File: config.mk
export PLATFORM = sky130hd
export DESIGN_NAME = biquad_filter_smoothed_coefficients_flat
export DESIGN_NICKNAME = d
export VERILOG_FILES = /design/src/bqsc_pkg.sv /design/src/bqsc_in_if.sv /design/src/bqsc_out_if.sv /design/src/bqsc_ctrl.sv /design/src/bqsc_datapath.sv /design/src/biquad_filter_smoothed_coefficients.sv /design/src/flat_wrapper.sv
export SDC_FILE = /design/constraint.sdc
export NUM_CORES = 2
export LEC_CHECK = 0
export BUFFER_PORTS_ARGS = -buffer_cell sky130_fd_sc_hd__buf_2
export CAP_MARGIN = 5
export CORE_AREA = 4 4 407 409
export DETAILED_ROUTE_END_ITERATION = 16
export DIE_AREA = 0 0 411 413
export GPL_TIMING_DRIVEN = 0
export PLACE_DENSITY = 0.49
export SYNTH_ARGS = -nofsm -noshare
export SYNTH_HDL_FRONTEND = slang
export SYNTH_SLANG_ARGS = --single-unit
File: constraint.sdc
create_clock -name clk -period 12.15 [get_ports clk]
set_input_delay 1.8225 -clock clk [delete_from_list [all_inputs] [get_ports clk]]
set_output_delay 1.8225 -clock clk [all_outputs]
set_load 0.01 [all_outputs]
File: src/bqsc_pkg.sv
// bqsc_pkg: widths, codes, command/status types and saturation helpers
// for the smoothed-coefficient biquad filter.
// No dependencies; every other file in src uses it by scoped names.
package bqsc_pkg;

  // field widths
  localparam int SAMPLE_WIDTH = 24;
  localparam int COEF_WIDTH   = 24;
  localparam int DELAY_WIDTH  = SAMPLE_WIDTH + 16;
  localparam int COEF_FRAC    = COEF_WIDTH - 4;

  // shared multiplier: operand a holds a sample or a coefficient difference
  localparam int MUL_A_W = (SAMPLE_WIDTH > COEF_WIDTH) ? SAMPLE_WIDTH : COEF_WIDTH + 1;
  localparam int PROD_W  = MUL_A_W + COEF_WIDTH;
  localparam int RND_W   = PROD_W - COEF_FRAC;
  localparam int SUM_W   = ((DELAY_WIDTH > RND_W) ? DELAY_WIDTH : RND_W) + 2;

  // smoothing step 5243/65536, about 0.08
  localparam int SMOOTH_SHIFT = 16;
  localparam int STEP_W       = PROD_W - SMOOTH_SHIFT;
  localparam logic signed [COEF_WIDTH-1:0] SMOOTH_STEP = COEF_WIDTH'(5243);

  // rounding offsets
  localparam logic signed [PROD_W-1:0] PROD_ROUND  = PROD_W'(1) << (COEF_FRAC - 1);
  localparam logic signed [PROD_W-1:0] SMOOTH_ROUND = PROD_W'(1) << (SMOOTH_SHIFT - 1);

  // coefficient value 1.0
  localparam logic signed [COEF_WIDTH-1:0] COEF_ONE = COEF_WIDTH'(1) << COEF_FRAC;

  // saturation limits on the wide sum
  localparam logic signed [SUM_W-1:0] SAMPLE_MAX =
    {{(SUM_W - SAMPLE_WIDTH + 1){1'b0}}, {(SAMPLE_WIDTH - 1){1'b1}}};
  localparam logic signed [SUM_W-1:0] SAMPLE_MIN = ~SAMPLE_MAX;
  localparam logic signed [SUM_W-1:0] DELAY_MAX =
    {{(SUM_W - DELAY_WIDTH + 1){1'b0}}, {(DELAY_WIDTH - 1){1'b1}}};
  localparam logic signed [SUM_W-1:0] DELAY_MIN = ~DELAY_MAX;

  // item kinds
  typedef enum logic [1:0] {
    KIND_SAMPLE = 2'd0,
    KIND_LOAD   = 2'd1,
    KIND_SMOOTH = 2'd2,
    KIND_CLEAR  = 2'd3
  } kind_t;

  // multiplier operand selection
  typedef enum logic [3:0] {
    MUL_X_FF0_IN = 4'd0,
    MUL_X_FF1    = 4'd1,
    MUL_X_FF2    = 4'd2,
    MUL_Y_FB1    = 4'd3,
    MUL_Y_FB2    = 4'd4,
    MUL_SM_FF0   = 4'd5,
    MUL_SM_FF1   = 4'd6,
    MUL_SM_FF2   = 4'd7,
    MUL_SM_FB1   = 4'd8,
    MUL_SM_FB2   = 4'd9
  } mul_op_t;

  // coefficient written by a smoothing step
  typedef enum logic [2:0] {
    CW_NONE = 3'd0,
    CW_FF0  = 3'd1,
    CW_FF1  = 3'd2,
    CW_FF2  = 3'd3,
    CW_FB1  = 3'd4,
    CW_FB2  = 3'd5
  } coef_wr_t;

  // controller to datapath
  typedef struct packed {
    logic     take;
    logic     load_coef;
    logic     clear_delay;
    mul_op_t  mul_op;
    logic     y_step;
    logic     acc1_step;
    logic     acc2_step;
    logic     d1_step;
    logic     d2_step;
    logic     push;
    coef_wr_t coef_wr;
  } cmd_t;

  // datapath to controller
  typedef struct packed {
    logic out_free;
  } status_t;

  // clamp a wide sum to the sample range
  function automatic logic signed [SAMPLE_WIDTH-1:0] sat_sample(
    input logic signed [SUM_W-1:0] v
  );
    logic signed [SAMPLE_WIDTH-1:0] r;
    if (v > SAMPLE_MAX) begin
      r = SAMPLE_MAX[SAMPLE_WIDTH-1:0];
    end else if (v < SAMPLE_MIN) begin
      r = SAMPLE_MIN[SAMPLE_WIDTH-1:0];
    end else begin
      r = v[SAMPLE_WIDTH-1:0];
    end
    return r;
  endfunction

  function automatic logic sample_clips(input logic signed [SUM_W-1:0] v);
    return (v > SAMPLE_MAX) || (v < SAMPLE_MIN);
  endfunction

  // clamp a wide sum to the delay range
  function automatic logic signed [DELAY_WIDTH-1:0] sat_delay(
    input logic signed [SUM_W-1:0] v
  );
    logic signed [DELAY_WIDTH-1:0] r;
    if (v > DELAY_MAX) begin
      r = DELAY_MAX[DELAY_WIDTH-1:0];
    end else if (v < DELAY_MIN) begin
      r = DELAY_MIN[DELAY_WIDTH-1:0];
    end else begin
      r = v[DELAY_WIDTH-1:0];
    end
    return r;
  endfunction

endpackage

File: src/bqsc_in_if.sv
// bqsc_in_if: input item channel of the biquad filter (valid/ready + payload)
// Depends on bqsc_pkg for field widths.
interface bqsc_in_if;
  logic                                    valid;
  logic                                    ready;
  logic [1:0]                              kind;
  logic signed [bqsc_pkg::SAMPLE_WIDTH-1:0] sample_in;
  logic signed [bqsc_pkg::COEF_WIDTH-1:0]   target_ff0;
  logic signed [bqsc_pkg::COEF_WIDTH-1:0]   target_ff1;
  logic signed [bqsc_pkg::COEF_WIDTH-1:0]   target_ff2;
  logic signed [bqsc_pkg::COEF_WIDTH-1:0]   target_fb1;
  logic signed [bqsc_pkg::COEF_WIDTH-1:0]   target_fb2;

  modport source (
    output valid, kind, sample_in, target_ff0, target_ff1, target_ff2,
           target_fb1, target_fb2,
    input  ready
  );
  modport sink (
    input  valid, kind, sample_in, target_ff0, target_ff1, target_ff2,
           target_fb1, target_fb2,
    output ready
  );
endinterface

File: src/bqsc_out_if.sv
// bqsc_out_if: result channel of the biquad filter (valid/ready + payload)
// Depends on bqsc_pkg for field widths.
interface bqsc_out_if;
  logic                                    valid;
  logic                                    ready;
  logic signed [bqsc_pkg::SAMPLE_WIDTH-1:0] sample_out;
  logic                                    clipped;

  modport source (output valid, sample_out, clipped, input ready);
  modport sink (input valid, sample_out, clipped, output ready);
endinterface

File: src/bqsc_ctrl.sv
// bqsc_ctrl: one-hot sequencer for the biquad filter; issues datapath commands
// Depends on bqsc_pkg (cmd_t, status_t, kind_t, mul_op_t, coef_wr_t).
module bqsc_ctrl (
  input  logic               clk,
  input  logic               rst,
  input  logic               item_valid,
  input  logic [1:0]         item_kind,
  output logic               item_ready,
  input  bqsc_pkg::status_t  status,
  output bqsc_pkg::cmd_t     cmd
);

  typedef enum logic [12:0] {
    S_IDLE = 13'b0000000000001,
    S_Y    = 13'b0000000000010,
    S_M1   = 13'b0000000000100,
    S_M2   = 13'b0000000001000,
    S_M3   = 13'b0000000010000,
    S_M4   = 13'b0000000100000,
    S_PUSH = 13'b0000001000000,
    S_SM0  = 13'b0000010000000,
    S_SM1  = 13'b0000100000000,
    S_SM2  = 13'b0001000000000,
    S_SM3  = 13'b0010000000000,
    S_SM4  = 13'b0100000000000,
    S_SM5  = 13'b1000000000000
  } state_t;

  state_t state;
  state_t state_next;
  logic   accept;

  // state register
  always_ff @(posedge clk) begin
    if (rst) begin
      state <= S_IDLE;
    end else begin
      state <= state_next;
    end
  end

  assign item_ready = (state == S_IDLE);
  assign accept     = item_valid & item_ready;

  // next state and commands
  always_comb begin
    cmd        = '0;
    state_next = state;
    case (state)
      S_IDLE: begin
        cmd.mul_op = bqsc_pkg::MUL_X_FF0_IN;
        cmd.take   = accept;
        if (accept) begin
          case (bqsc_pkg::kind_t'(item_kind))
            bqsc_pkg::KIND_SAMPLE: state_next = S_Y;
            bqsc_pkg::KIND_LOAD:   cmd.load_coef = 1'b1;
            bqsc_pkg::KIND_SMOOTH: state_next = S_SM0;
            bqsc_pkg::KIND_CLEAR:  cmd.clear_delay = 1'b1;
            default:               state_next = S_IDLE;
          endcase
        end
      end
      S_Y: begin
        cmd.y_step = 1'b1;
        cmd.mul_op = bqsc_pkg::MUL_X_FF1;
        state_next = S_M1;
      end
      S_M1: begin
        cmd.acc1_step = 1'b1;
        cmd.mul_op    = bqsc_pkg::MUL_X_FF2;
        state_next    = S_M2;
      end
      S_M2: begin
        cmd.acc2_step = 1'b1;
        cmd.mul_op    = bqsc_pkg::MUL_Y_FB1;
        state_next    = S_M3;
      end
      S_M3: begin
        cmd.d1_step = 1'b1;
        cmd.mul_op  = bqsc_pkg::MUL_Y_FB2;
        state_next  = S_M4;
      end
      S_M4: begin
        cmd.d2_step = 1'b1;
        cmd.push    = status.out_free;
        state_next  = status.out_free ? S_IDLE : S_PUSH;
      end
      S_PUSH: begin
        cmd.push = status.out_free;
        if (status.out_free) begin
          state_next = S_IDLE;
        end
      end
      S_SM0: begin
        cmd.mul_op = bqsc_pkg::MUL_SM_FF0;
        state_next = S_SM1;
      end
      S_SM1: begin
        cmd.mul_op  = bqsc_pkg::MUL_SM_FF1;
        cmd.coef_wr = bqsc_pkg::CW_FF0;
        state_next  = S_SM2;
      end
      S_SM2: begin
        cmd.mul_op  = bqsc_pkg::MUL_SM_FF2;
        cmd.coef_wr = bqsc_pkg::CW_FF1;
        state_next  = S_SM3;
      end
      S_SM3: begin
        cmd.mul_op  = bqsc_pkg::MUL_SM_FB1;
        cmd.coef_wr = bqsc_pkg::CW_FF2;
        state_next  = S_SM4;
      end
      S_SM4: begin
        cmd.mul_op  = bqsc_pkg::MUL_SM_FB2;
        cmd.coef_wr = bqsc_pkg::CW_FB1;
        state_next  = S_SM5;
      end
      S_SM5: begin
        cmd.coef_wr = bqsc_pkg::CW_FB2;
        state_next  = S_IDLE;
      end
      default: begin
        state_next = S_IDLE;
      end
    endcase
  end

endmodule

File: src/bqsc_datapath.sv
// bqsc_datapath: coefficient and delay registers, shared multiplier,
// rounding/accumulate/saturate logic and the output register.
// Depends on bqsc_pkg; driven by bqsc_ctrl through cmd_t.
module bqsc_datapath (
  input  logic                                    clk,
  input  logic                                    rst,
  input  bqsc_pkg::cmd_t                          cmd,
  output bqsc_pkg::status_t                       status,
  input  logic signed [bqsc_pkg::SAMPLE_WIDTH-1:0] sample_in,
  input  logic signed [bqsc_pkg::COEF_WIDTH-1:0]   target_ff0,
  input  logic signed [bqsc_pkg::COEF_WIDTH-1:0]   target_ff1,
  input  logic signed [bqsc_pkg::COEF_WIDTH-1:0]   target_ff2,
  input  logic signed [bqsc_pkg::COEF_WIDTH-1:0]   target_fb1,
  input  logic signed [bqsc_pkg::COEF_WIDTH-1:0]   target_fb2,
  output logic                                    out_valid,
  input  logic                                    out_ready,
  output logic signed [bqsc_pkg::SAMPLE_WIDTH-1:0] sample_out,
  output logic                                    clipped
);

  localparam int SW = bqsc_pkg::SAMPLE_WIDTH;
  localparam int CW = bqsc_pkg::COEF_WIDTH;
  localparam int DW = bqsc_pkg::DELAY_WIDTH;
  localparam int AW = bqsc_pkg::MUL_A_W;
  localparam int PW = bqsc_pkg::PROD_W;
  localparam int RW = bqsc_pkg::RND_W;
  localparam int UW = bqsc_pkg::SUM_W;
  localparam int TW = bqsc_pkg::STEP_W;

  // sample onto the multiplier's a operand
  function automatic logic signed [AW-1:0] smp_to_a(input logic signed [SW-1:0] v);
    return $signed({{(AW - SW){v[SW-1]}}, v});
  endfunction

  // target minus coefficient onto the a operand
  function automatic logic signed [AW-1:0] diff_to_a(
    input logic signed [CW-1:0] t,
    input logic signed [CW-1:0] c
  );
    logic signed [CW:0] d;
    d = $signed({t[CW-1], t}) - $signed({c[CW-1], c});
    return AW'(d);
  endfunction

  // coefficients and delays
  logic signed [CW-1:0] ff0_coef, ff1_coef, ff2_coef, fb1_coef, fb2_coef;
  logic signed [DW-1:0] delay_one, delay_two;

  // latched item
  logic signed [SW-1:0] x;
  logic signed [CW-1:0] t_ff0, t_ff1, t_ff2, t_fb1, t_fb2;

  // working registers
  logic signed [SW-1:0] y;
  logic                 y_clip;
  logic signed [PW-1:0] prod;
  logic signed [UW-1:0] acc1, acc2;

  logic signed [AW-1:0] a_op;
  logic signed [CW-1:0] b_op;
  logic signed [PW-1:0] rnd_sum, sm_sum;
  logic signed [RW-1:0] rnd;
  logic signed [UW-1:0] rnd_ext, d1_ext, d2_ext;
  logic signed [UW-1:0] y_sum, acc1_sum, d1_sum, d2_sum;
  logic signed [TW-1:0] sm_step;
  logic signed [CW-1:0] sm_cur, sm_new;
  logic signed [TW-1:0] sm_wide;
  logic                 out_free;

  // multiplier operand select
  always_comb begin
    case (cmd.mul_op)
      bqsc_pkg::MUL_X_FF0_IN: begin
        a_op = smp_to_a(sample_in);
        b_op = ff0_coef;
      end
      bqsc_pkg::MUL_X_FF1: begin
        a_op = smp_to_a(x);
        b_op = ff1_coef;
      end
      bqsc_pkg::MUL_X_FF2: begin
        a_op = smp_to_a(x);
        b_op = ff2_coef;
      end
      bqsc_pkg::MUL_Y_FB1: begin
        a_op = smp_to_a(y);
        b_op = fb1_coef;
      end
      bqsc_pkg::MUL_Y_FB2: begin
        a_op = smp_to_a(y);
        b_op = fb2_coef;
      end
      bqsc_pkg::MUL_SM_FF0: begin
        a_op = diff_to_a(t_ff0, ff0_coef);
        b_op = bqsc_pkg::SMOOTH_STEP;
      end
      bqsc_pkg::MUL_SM_FF1: begin
        a_op = diff_to_a(t_ff1, ff1_coef);
        b_op = bqsc_pkg::SMOOTH_STEP;
      end
      bqsc_pkg::MUL_SM_FF2: begin
        a_op = diff_to_a(t_ff2, ff2_coef);
        b_op = bqsc_pkg::SMOOTH_STEP;
      end
      bqsc_pkg::MUL_SM_FB1: begin
        a_op = diff_to_a(t_fb1, fb1_coef);
        b_op = bqsc_pkg::SMOOTH_STEP;
      end
      bqsc_pkg::MUL_SM_FB2: begin
        a_op = diff_to_a(t_fb2, fb2_coef);
        b_op = bqsc_pkg::SMOOTH_STEP;
      end
      default: begin
        a_op = '0;
        b_op = '0;
      end
    endcase
  end

  // rounded product on the sample scale
  assign rnd_sum = prod + bqsc_pkg::PROD_ROUND;
  assign rnd     = $signed(rnd_sum[PW-1:bqsc_pkg::COEF_FRAC]);
  assign rnd_ext = $signed({{(UW - RW){rnd[RW-1]}}, rnd});
  assign d1_ext  = $signed({{(UW - DW){delay_one[DW-1]}}, delay_one});
  assign d2_ext  = $signed({{(UW - DW){delay_two[DW-1]}}, delay_two});

  // recursion sums
  assign y_sum    = rnd_ext + d1_ext;
  assign acc1_sum = rnd_ext + d2_ext;
  assign d1_sum   = acc1 - rnd_ext;
  assign d2_sum   = acc2 - rnd_ext;

  // smoothing step on the coefficient being written
  assign sm_sum  = prod + bqsc_pkg::SMOOTH_ROUND;
  assign sm_step = $signed(sm_sum[PW-1:bqsc_pkg::SMOOTH_SHIFT]);

  always_comb begin
    case (cmd.coef_wr)
      bqsc_pkg::CW_FF0: sm_cur = ff0_coef;
      bqsc_pkg::CW_FF1: sm_cur = ff1_coef;
      bqsc_pkg::CW_FF2: sm_cur = ff2_coef;
      bqsc_pkg::CW_FB1: sm_cur = fb1_coef;
      bqsc_pkg::CW_FB2: sm_cur = fb2_coef;
      default:          sm_cur = '0;
    endcase
  end

  // result stays between old value and target, so truncation is exact
  assign sm_wide = $signed({{(TW - CW){sm_cur[CW-1]}}, sm_cur}) + sm_step;
  assign sm_new  = sm_wide[CW-1:0];

  // coefficient and delay state
  always_ff @(posedge clk) begin
    if (rst) begin
      ff0_coef  <= bqsc_pkg::COEF_ONE;
      ff1_coef  <= '0;
      ff2_coef  <= '0;
      fb1_coef  <= '0;
      fb2_coef  <= '0;
      delay_one <= '0;
      delay_two <= '0;
    end else begin
      if (cmd.load_coef) begin
        ff0_coef <= target_ff0;
        ff1_coef <= target_ff1;
        ff2_coef <= target_ff2;
        fb1_coef <= target_fb1;
        fb2_coef <= target_fb2;
      end else begin
        if (cmd.coef_wr == bqsc_pkg::CW_FF0) ff0_coef <= sm_new;
        if (cmd.coef_wr == bqsc_pkg::CW_FF1) ff1_coef <= sm_new;
        if (cmd.coef_wr == bqsc_pkg::CW_FF2) ff2_coef <= sm_new;
        if (cmd.coef_wr == bqsc_pkg::CW_FB1) fb1_coef <= sm_new;
        if (cmd.coef_wr == bqsc_pkg::CW_FB2) fb2_coef <= sm_new;
      end
      if (cmd.clear_delay) begin
        delay_one <= '0;
        delay_two <= '0;
      end else begin
        if (cmd.d1_step) delay_one <= bqsc_pkg::sat_delay(d1_sum);
        if (cmd.d2_step) delay_two <= bqsc_pkg::sat_delay(d2_sum);
      end
    end
  end

  // item latch, product and accumulators
  always_ff @(posedge clk) begin
    prod <= a_op * b_op;
    if (cmd.take) begin
      x     <= sample_in;
      t_ff0 <= target_ff0;
      t_ff1 <= target_ff1;
      t_ff2 <= target_ff2;
      t_fb1 <= target_fb1;
      t_fb2 <= target_fb2;
    end
    if (cmd.y_step) begin
      y      <= bqsc_pkg::sat_sample(y_sum);
      y_clip <= bqsc_pkg::sample_clips(y_sum);
    end
    if (cmd.acc1_step) acc1 <= acc1_sum;
    if (cmd.acc2_step) acc2 <= rnd_ext;
  end

  // output register
  assign out_free        = ~out_valid | out_ready;
  assign status.out_free = out_free;

  always_ff @(posedge clk) begin
    if (rst) begin
      out_valid <= 1'b0;
    end else if (cmd.push) begin
      out_valid <= 1'b1;
    end else if (out_ready) begin
      out_valid <= 1'b0;
    end
  end

  always_ff @(posedge clk) begin
    if (cmd.push) begin
      sample_out <= y;
      clipped    <= y_clip;
    end
  end

endmodule

File: src/biquad_filter_smoothed_coefficients.sv
// biquad_filter_smoothed_coefficients: top level of the biquad filter
// with smoothed coefficient updates; joins bqsc_ctrl and bqsc_datapath.
// Depends on bqsc_pkg, bqsc_in_if, bqsc_out_if.
//
// Usage:
//   item   - valid/ready input channel; kind selects the transaction:
//            sample, coefficient load, coefficient smoothing, delay clear.
//   result - valid/ready output channel; one transaction per sample item,
//            carrying the saturated output and its clip flag.
//   Load and clear items are handled at acceptance, without leaving idle.
//   Items are accepted only while idle, so a sample item runs to its end
//   before the next item is taken: one shared multiplier works through the
//   five products in turn, and the feedback products wait for the saturated
//   output, which enters the output register at the last step. A smoothing
//   item does one multiply per coefficient through the same multiplier.
//   Reset (synchronous, active high) sets ff0 to 1.0 (pass-through), the
//   other coefficients and both delays to zero, and empties the output.
//   If the receiver stalls, the result waits in the output register; the
//   next item is still accepted, and a following sample item holds at its
//   last step until the register frees.
module biquad_filter_smoothed_coefficients (
  input logic        clk,
  input logic        rst,
  bqsc_in_if.sink    item,
  bqsc_out_if.source result
);

  bqsc_pkg::cmd_t    cmd;
  bqsc_pkg::status_t status;

  // sequencer
  bqsc_ctrl u_ctrl (
    .clk        (clk),
    .rst        (rst),
    .item_valid (item.valid),
    .item_kind  (item.kind),
    .item_ready (item.ready),
    .status     (status),
    .cmd        (cmd)
  );

  // arithmetic and state
  bqsc_datapath u_datapath (
    .clk        (clk),
    .rst        (rst),
    .cmd        (cmd),
    .status     (status),
    .sample_in  (item.sample_in),
    .target_ff0 (item.target_ff0),
    .target_ff1 (item.target_ff1),
    .target_ff2 (item.target_ff2),
    .target_fb1 (item.target_fb1),
    .target_fb2 (item.target_fb2),
    .out_valid  (result.valid),
    .out_ready  (result.ready),
    .sample_out (result.sample_out),
    .clipped    (result.clipped)
  );

endmodule
File: src/flat_wrapper.sv
// flat-port wrapper written by rule: the top's interface ports become plain ports
module biquad_filter_smoothed_coefficients_flat 
  (clk, rst, item_valid, item_kind, item_sample_in, item_target_ff0, item_target_ff1, item_target_ff2, item_target_fb1, item_target_fb2, item_ready, result_valid, result_sample_out, result_clipped, result_ready);
  bqsc_in_if item_i ();
  bqsc_out_if result_i ();
  input logic clk;
  input logic rst;
  input wire logic [$bits(item_i.valid)-1:0] item_valid;
  input wire logic [$bits(item_i.kind)-1:0] item_kind;
  input wire logic [$bits(item_i.sample_in)-1:0] item_sample_in;
  input wire logic [$bits(item_i.target_ff0)-1:0] item_target_ff0;
  input wire logic [$bits(item_i.target_ff1)-1:0] item_target_ff1;
  input wire logic [$bits(item_i.target_ff2)-1:0] item_target_ff2;
  input wire logic [$bits(item_i.target_fb1)-1:0] item_target_fb1;
  input wire logic [$bits(item_i.target_fb2)-1:0] item_target_fb2;
  output wire logic [$bits(item_i.ready)-1:0] item_ready;
  output wire logic [$bits(result_i.valid)-1:0] result_valid;
  output wire logic [$bits(result_i.sample_out)-1:0] result_sample_out;
  output wire logic [$bits(result_i.clipped)-1:0] result_clipped;
  input wire logic [$bits(result_i.ready)-1:0] result_ready;
  assign item_i.valid = item_valid;
  assign item_i.kind = item_kind;
  assign item_i.sample_in = item_sample_in;
  assign item_i.target_ff0 = item_target_ff0;
  assign item_i.target_ff1 = item_target_ff1;
  assign item_i.target_ff2 = item_target_ff2;
  assign item_i.target_fb1 = item_target_fb1;
  assign item_i.target_fb2 = item_target_fb2;
  assign item_ready = item_i.ready;
  assign result_valid = result_i.valid;
  assign result_sample_out = result_i.sample_out;
  assign result_clipped = result_i.clipped;
  assign result_i.ready = result_ready;
  biquad_filter_smoothed_coefficients u_core (.clk(clk), .rst(rst), .item(item_i), .result(result_i));
endmodule
==> results_dict.tcl <==
set metrics [dict create \
    synth_common_cells "inv_1, nand2_1, fa_1, a21oi_1, ha_1" \
    cts_sinks 503 \
    hpwlAfterDp_mm 209 \
    synth_cells 6423 \
    multiInputGateArea_mm2 0.0394 \
    synth_top_area_frac 0.226 \
    cp.buffers_inverters 7 \
    hp-class "reg2reg" \
    fmax_mhz 83.7 \
    vias 49805 \
    synth_warnings 0 \
    die_h_um 413 \
    drc 0 \
    clk_pin_slew_ns 0.08 \
    path_max_fanout 10 \
    synth_area_leader_cell "fa_1" \
    cts_buffers 68 \
    syn_nets 7629 \
    grt_pass1_wl_mm 354 \
    core_mm2 0.162 \
    grt_pass1_vias 48439 \
    finalMaxSlewViolations 1 \
    finalCriticalPeriod_ns 11.95 \
    yosysSeqAreaShare 0.225 \
    path_common_cell "fa_1" \
    final_net_count 7902 \
    startpoint_type "flip-flop" \
    synthFlopType "edfxtp_1" \
    layout-drive-gt1-share 0.0687 \
    postLayoutCoreUtil 0.389 \
    antenna_found_initial 8 \
    start_util 0.348 \
    period_share 0.983 \
    setup_viol 0 \
    ir_worst_vdd_uv 124 \
    yosysUniqueCellTypes 99 \
    clk_latency_ns 0.70 \
    wirelength_mm 249 \
    required_ns 12.66 \
    fin_worst_skew_ns 0.0561 \
    antenna_left 0 \
    synth_area_mm2 0.0565 \
    synth_edf_count 264 \
    relSlewSlack -0.0226 \
    tns_ns 0 \
    drv_cap 0 \
    area_growth_pct 11.7 \
    crit_path_top_delay_cell "clkbuf_1" \
    p_leak_nw 27.1 \
    cts_max_level 3 \
    fillCellCount 16686 \
    synth.ff_latch_count 503 \
    worstSetupPathType "reg2reg" \
    firstDrtPassIters 6 \
    reg2reg_slack_ns 0.20 \
    die_w_um 411 \
    pre_cts_ws_ns -1.22 \
    timing.final.ws_setup_ns 0.202 \
    die_area_mm2 0.170 \
    ctsRootBufferMaster "clkbuf_16" \
    numPortBuffers 175 \
    status "finished, violations left" \
    cts_tree "built" \
    ios 177 \
    cts.path.max_buffers 3 \
    violations "slew limit" \
    grt-ovfl-total 0 \
    hold_viol 0 \
    power.density_mw_per_mm2 198 \
    drt-wirelength-per-cell_um 27.9 \
    yosysMostFrequentCell "inv_1" \
    grt_use_total 0.290 \
    cp_slowest_stage_delay_ns 0.79 \
    seq_area_mm2 0.0127 \
    cp_data_arrival_time_ns 12.46 \
    gp_congestion 1.02 \
    postSynth.asyncResetShare 0 \
    num_rows 148 \
    vias_per_cell 5.58 \
    worst_path_dominant_cell_family "simple AND/OR/NAND/NOR gates" \
    avgSynthCellArea_um2 8.79 \
    synth_area_leaders "fa_1, edfxtp_1, ha_1, dfxtp_1, inv_1" \
    drt_iter0_drc 4962 \
    worst_pin_slew_ns 1.53 \
    end_kind "flip-flop" \
    grt_start_max_net_pins 53 \
]
## per-stage QoR
step | total power [W] | hold slack [ns] | cell area, um^2 | instances
floorplan | 0.00769 | 0.400 | 56500 | 6423
global placement | 0.0103 | 0.435 | 60100 | 8773
detailed placement | 0.0103 | 0.417 | 60400 | 8794
CTS | 0.0125 | 0.435 | 62800 | 8927
global route | 0.0135 | 0.439 | 63000 | 8926
finish | 0.0125 | 0.423 | 63000 | 8930
## layer usage
metal	vias up	part of all wire	GRT usage
met4	2	0.070	0.161
li1	22287	-	-
met3	450	0.082	0.0496
met2	2243	0.43	0.440
met1	24823	0.42	0.392
met5	-	0.000048	0
## what timing repair did
action / 4_1_cts / 5_1_grt
pin swaps: 5 / 8
endpoints found under the setup margin: 34 / 30
hold buffers: 0 / 0
gates resized for setup: 30 / 94
buffers inserted: 8 / 3
hold endpoints to repair: 0 / 0
## final cells by class
| type | instances | share of cell area |
|---|---|---|
| sequential | 503 | 0.202 |
| tap | 2175 | 0.0432 |
| inverter | 940 | 0.0560 |
| buffer | 281 | 0.0182 |
| clock inverter | 31 | 0.00494 |
| antenna | 4 | 0.000159 |
| clock buffer | 94 | 0.0310 |
| multi-input combinational | 4695 | 0.625 |
| timing repair buffer | 207 | 0.0198 |
## cell usage in the layout, fill, tap and decap left out, types with 188 or more instances in the layout
master and count:
buf_2 188, nor2_1 329, a21oi_1 423, dfxtp_1 239, clkbuf_1 235, inv_1 940, xnor2_1 209, edfxtp_1 264
fa_1 638, ha_1 418, o21ai_0 317, nand2_1 784
## flip-flops by register name, summed over array words and instances, names as in the netlist, 13 cells and up
name and flops:
u_core.u_ctrl.state 13, u_core.u_datapath.acc1 41, u_core.u_datapath.acc2 29, u_core.u_datapath.delay_one 40, u_core.u_datapath.delay_two 31, u_core.u_datapath.fb1_coef 24
u_core.u_datapath.fb2_coef 24, u_core.u_datapath.ff0_coef 24, u_core.u_datapath.ff1_coef 24, u_core.u_datapath.ff2_coef 24, u_core.u_datapath.prod 34, u_core.u_datapath.sample_out 24
u_core.u_datapath.t_fb1 24, u_core.u_datapath.t_fb2 24, u_core.u_datapath.t_ff0 24, u_core.u_datapath.t_ff1 24, u_core.u_datapath.t_ff2 24, u_core.u_datapath.x 24
u_core.u_datapath.y 24
## worst paths after layout
path	start	endpoint	cells past startpoint
min reg2reg	u_core.u_datapath.y_clip	u_core.u_datapath.clipped	0
max	u_core.u_ctrl.state[6]	u_core.u_datapath.prod[21]	30
min	u_core.u_datapath.y_clip	u_core.u_datapath.clipped	0
max reg2reg	u_core.u_ctrl.state[6]	u_core.u_datapath.prod[21]	30
## logic make-up after synthesis
logic type | synth area share
compound gates | 0.173
flops | 0.225
xor+xnor | 0.0481
mux | 0.00359
buf+inv | 0.0820
fa+ha+maj | 0.319
simple gates | 0.150
## report_power, final
group,total (W),internal (W),switching (W)
Clock,0.00210,0.00120,0.000901
Sequential,0.00230,0.00209,0.000214
Combinational,0.00809,0.00291,0.00518
Note: power is estimated with default switching activity, not from simulation.
